[config.mk]
export PLATFORM = sky130hd
export DESIGN_NAME = sstat_queue
export DESIGN_NICKNAME = d
export VERILOG_FILES = /design/src/rtl/multichannel_sample_statistics_defines.svh /design/src/rtl/sstat_queue.sv
export SDC_FILE = /design/constraint.sdc
export NUM_CORES = 1
export LEC_CHECK = 0
export ABC_AREA = 1
export BUFFER_PORTS_ARGS = -buffer_cell sky130_fd_sc_hd__buf_2
export CORE_UTILIZATION = 38
export CTS_BUF_LIST = sky130_fd_sc_hd__clkbuf_8
export CTS_CLUSTER_SIZE = 10
export DETAILED_ROUTE_END_ITERATION = 10
export PLACE_DENSITY_LB_ADDON = 0.15
export SLEW_MARGIN = 15
export SYNTH_ARGS = -nofsm -noshare
export SYNTH_HDL_FRONTEND = slang
export SYNTH_SLANG_ARGS = --single-unit
export TNS_END_PERCENT = 30
[constraint.sdc]
create_clock -name clk -period 2.4 [get_ports clk]
set_input_delay 0.24 -clock clk [delete_from_list [all_inputs] [get_ports clk]]
set_output_delay 0.24 -clock clk [all_outputs]
set_load 0.01 [all_outputs]
[src/rtl/multichannel_sample_statistics_defines.svh]
// Assertion macros shared by the sample statistics RTL.
`ifndef MULTICHANNEL_SAMPLE_STATISTICS_DEFINES_SVH
`define MULTICHANNEL_SAMPLE_STATISTICS_DEFINES_SVH

// Consequent must hold in the same cycle as the antecedent.
`define SSTAT_ASSERT_SAME(label, clk, rst, ante, cons, msg) \
  label: assert property (@(posedge clk) disable iff (rst) (ante) |-> (cons)) \
    else $error(msg);

// Consequent must hold in the cycle after the antecedent.
`define SSTAT_ASSERT_NEXT(label, clk, rst, ante, cons, msg) \
  label: assert property (@(posedge clk) disable iff (rst) (ante) |=> (cons)) \
    else $error(msg);

`endif

[src/rtl/sstat_queue.sv]
// Short register queue between the front end and the accumulator.
`default_nettype none

module sstat_queue #(
  parameter int WIDTH = 8,
  parameter int DEPTH = 4
) (
  input  logic             clk,
  input  logic             rst,
  input  logic             in_valid,
  output logic             in_ready,
  input  logic [WIDTH-1:0] in_data,
  output logic             out_valid,
  input  logic             out_ready,
  output logic [WIDTH-1:0] out_data
);

  localparam int PTR_W = (DEPTH > 1) ? $clog2(DEPTH) : 1;
  localparam int CNT_W = $clog2(DEPTH + 1);

  logic [WIDTH-1:0] entries [DEPTH];
  logic [PTR_W-1:0] wr_ptr;
  logic [PTR_W-1:0] rd_ptr;
  logic [CNT_W-1:0] count;
  logic             push;
  logic             pop;

  assign in_ready  = (count != CNT_W'(DEPTH));
  assign out_valid = (count != '0);
  assign out_data  = entries[rd_ptr];
  assign push      = in_valid && in_ready;
  assign pop       = out_valid && out_ready;

  always_ff @(posedge clk) begin
    if (push) begin
      entries[wr_ptr] <= in_data;
    end
  end

  // pointers wrap on their own since DEPTH is a power of two
  always_ff @(posedge clk) begin
    if (rst) begin
      wr_ptr <= '0;
      rd_ptr <= '0;
      count  <= '0;
    end else begin
      if (push) wr_ptr <= wr_ptr + PTR_W'(1);
      if (pop)  rd_ptr <= rd_ptr + PTR_W'(1);
      unique case ({push, pop})
        2'b10:   count <= count + CNT_W'(1);
        2'b01:   count <= count - CNT_W'(1);
        default: count <= count;
      endcase
    end
  end

endmodule

`default_nettype wire

==> impl_metrics.env <==
export IMPL_final_setup_viol_count=0
export IMPL_maxCapViolCount=0
export IMPL_clock_latency_ns=0.28
export IMPL_grt_max_degree=17
export IMPL_cts_hold_fix_buffers=0
export IMPL_hold_viol=0
export IMPL_clock_fmax_mhz=565.4
export IMPL_cts_buffers_inserted=5
export IMPL_grt_remaining_overflow=0
export IMPL_ys_ff_latch=41
export IMPL_die_width_um=68.70
export IMPL_layout_commonest_cell="edfxtp_1"
export IMPL_clock_skew_final_ns=0.007976
export IMPL_relSlewSlack_pct=71.79
export IMPL_gp_congestion=0.7482
export IMPL_power_density_mw_per_mm2=968.4
export IMPL_yosys_warnings=0
export IMPL_dp_cells=218
export IMPL_root_buffer="clkbuf_8"
export IMPL_drt_first_pass_iters=4
export IMPL_cp_required_ns=2.59
export IMPL_status="completed"
export IMPL_std_cell_rows=23
export IMPL_rsz0062_at_grt="no"
export IMPL_track_usage_pct=15.51
export IMPL_synth_top_area_cell="edfxtp_1"
export IMPL_die_y_um=68.70
export IMPL_clk_pin_slew_ns=0.08
export IMPL_critPathCaptureType="flip-flop"
export IMPL_grt_pass1_wl_mm=5.030
export IMPL_first_iter_violations=56
export IMPL_drive_gt1_share_pct=23.86
export IMPL_io_buffer_count=21
export IMPL_num_vias=1127
export IMPL_ant_nets=0
export IMPL_min_path_type="in -> reg"
export IMPL_fin_nets=193
export IMPL_syn_nets=162
export IMPL_worstPathMaxFanout=7
export IMPL_viasPerCell=4.987
export IMPL_p_leak_nw=0.7681
export IMPL_ir_drop_mv=0.5568
export IMPL_wire_per_inst_um=13.87
export IMPL_io_pins=22
export IMPL_dieArea_mm2=0.004719
export IMPL_layout_cells_non_filler=226
export IMPL_diodes=0
export IMPL_drc=0
export IMPL_synth_cells=144
export IMPL_antenna_found_initial=0
export IMPL_postCtsSetupRepairBufs=0
export IMPL_syn_area_per_cell_um2=11.74
export IMPL_grt_pass1_vias=1102
export IMPL_clkSinkCount=41
export IMPL_synthTopCellsByArea="edfxtp_1, dfxtp_1, nor2_1, o21ai_0, inv_1"
export IMPL_dp_hpwl_mm=2.195
export IMPL_cts_buffer_depth=2
export IMPL_cts_resized=0
export IMPL_cp_data_arrival_time_ns=1.96
export IMPL_fin_tns_setup_ns=0
export IMPL_final_cell_mix="edfxtp_1, nor2_1, buf_2, inv_1, o21ai_0"
export IMPL_core_mm2=0.004144
export IMPL_synth_top_area_share_pct=56.85
export IMPL_synth_cell_types=19
export IMPL_tightest_slew_ns=0.4216
export IMPL_slew_viol_final=0
export IMPL_syn_cell_area_mm2=0.001690
export IMPL_post_route_period_util_pct=73.69
export IMPL_cp_start_kind="flip-flop"
export IMPL_cts_tree="done"
export IMPL_start_util_pct=40.79
export IMPL_seq_area_frac_synth_pct=67.51
export IMPL_area_growth_synth_to_final_pct=15.69
export IMPL_criticalPathCategory="reg -> reg"
export IMPL_postRouteWirelength_mm=3.134
export IMPL_h_tree_depth=2
export IMPL_min_period_ns=1.769
final timing paths:
check / startpoint / endpoint / slack (ns) / cells past startpoint
max: count[1] / count[2] / 0.63 / 12
min: rst / wr_ptr[1] / 0.16 / 2
max reg2reg: count[1] / count[2] / 0.63 / 12
min reg2reg: rd_ptr[1] / rd_ptr[1] / 0.52 / 2
cells in the mapped netlist:
cell / number
nand2_2: 2
inv_1: 17
nand2_1: 12
nand3_1: 5
ha_1: 5
fa_1: 1
o22ai_1: 8
dfxtp_1: 9
edfxtp_1: 32
o21ai_0: 14
nor2_4: 1
inv_2: 1
a21oi_1: 5
nor2_1: 23
o21ai_1: 2
buf_6: 2
nand2_4: 1
nor2_2: 2
o21ai_2: 2
sequential cells by signal, summed over array words and instances, names as in the netlist, named ones only:
name	count
rd_ptr	2
entries	32
wr_ptr	2
count	3
through the flow:
step           cell area, um^2  setup WS (ns)  hold WS, ns  total power [mW]  util (%)
2_1_floorplan             1690         0.7697       0.3091             1.308         -
3_3_place_gp              1873         0.7271       0.4575             1.472     45.20
3_5_place_dp              1873         0.6408       0.4563             1.500     45.20
4_1_cts                   1956         0.6304       0.1600             1.916     47.19
5_1_grt                   1956         0.4809       0.1541             2.026     47.19
6_report                  1956         0.6313       0.1638             1.894     47.19
critical path, stage by stage, from the launching register on:
cell and delay [ns]:
dfxtp_1 0.35, nor2_4 0.14, nand2_2 0.10, nand2_4 0.11, ha_1 0.17, inv_1 0.06
fa_1 0.37, inv_1 0.07, nand2_1 0.05, nand3_1 0.08, nand2_1 0.06, nand2_1 0.06
nor2_1 0.03
area by class of cell:
cell class                      instances  area [um^2]
Fill cell                             400         2188
Tap cell                               50        62.56
Multi-Input combinational cell         83        459.2
Timing Repair Buffer                   26        142.6
Inverter                               18        67.56
Sequential cell                        41         1141
Clock inverter                          3        13.76
Clock buffer                            5        68.82
logic make-up (layout without fill, tap and decap cells):
| group | after synthesis | count (layout) | synth area share [%] |
|---|---|---|---|
| buffers and inverters | 20 | 52 | 5.329 |
| AOI/OAI and AO/OA | 31 | 31 | 10.21 |
| DFF | 41 | 41 | 67.51 |
| and+or+nand+nor | 46 | 46 | 12.06 |
| adders and majority gates | 6 | 6 | 4.885 |
power by group:
group / switching [mW] / leakage [nW] / internal (mW)
Sequential: 0.0641 / 0.368 / 0.855
Combinational: 0.349 / 0.351 / 0.208
Clock: 0.220 / 0.0491 / 0.197
metal layers:
metal	GRT usage, %	up-vias	wire length, um	part of all wire [%]
li1	-	557	-	-
met1	16.56	540	1343	43
met2	28.55	26	1622	52
met3	4.934	4	131	4.2
met4	5.357	0	36	1.1
met5	0	-	0	0
Note: power is estimated with default switching activity, not from simulation.
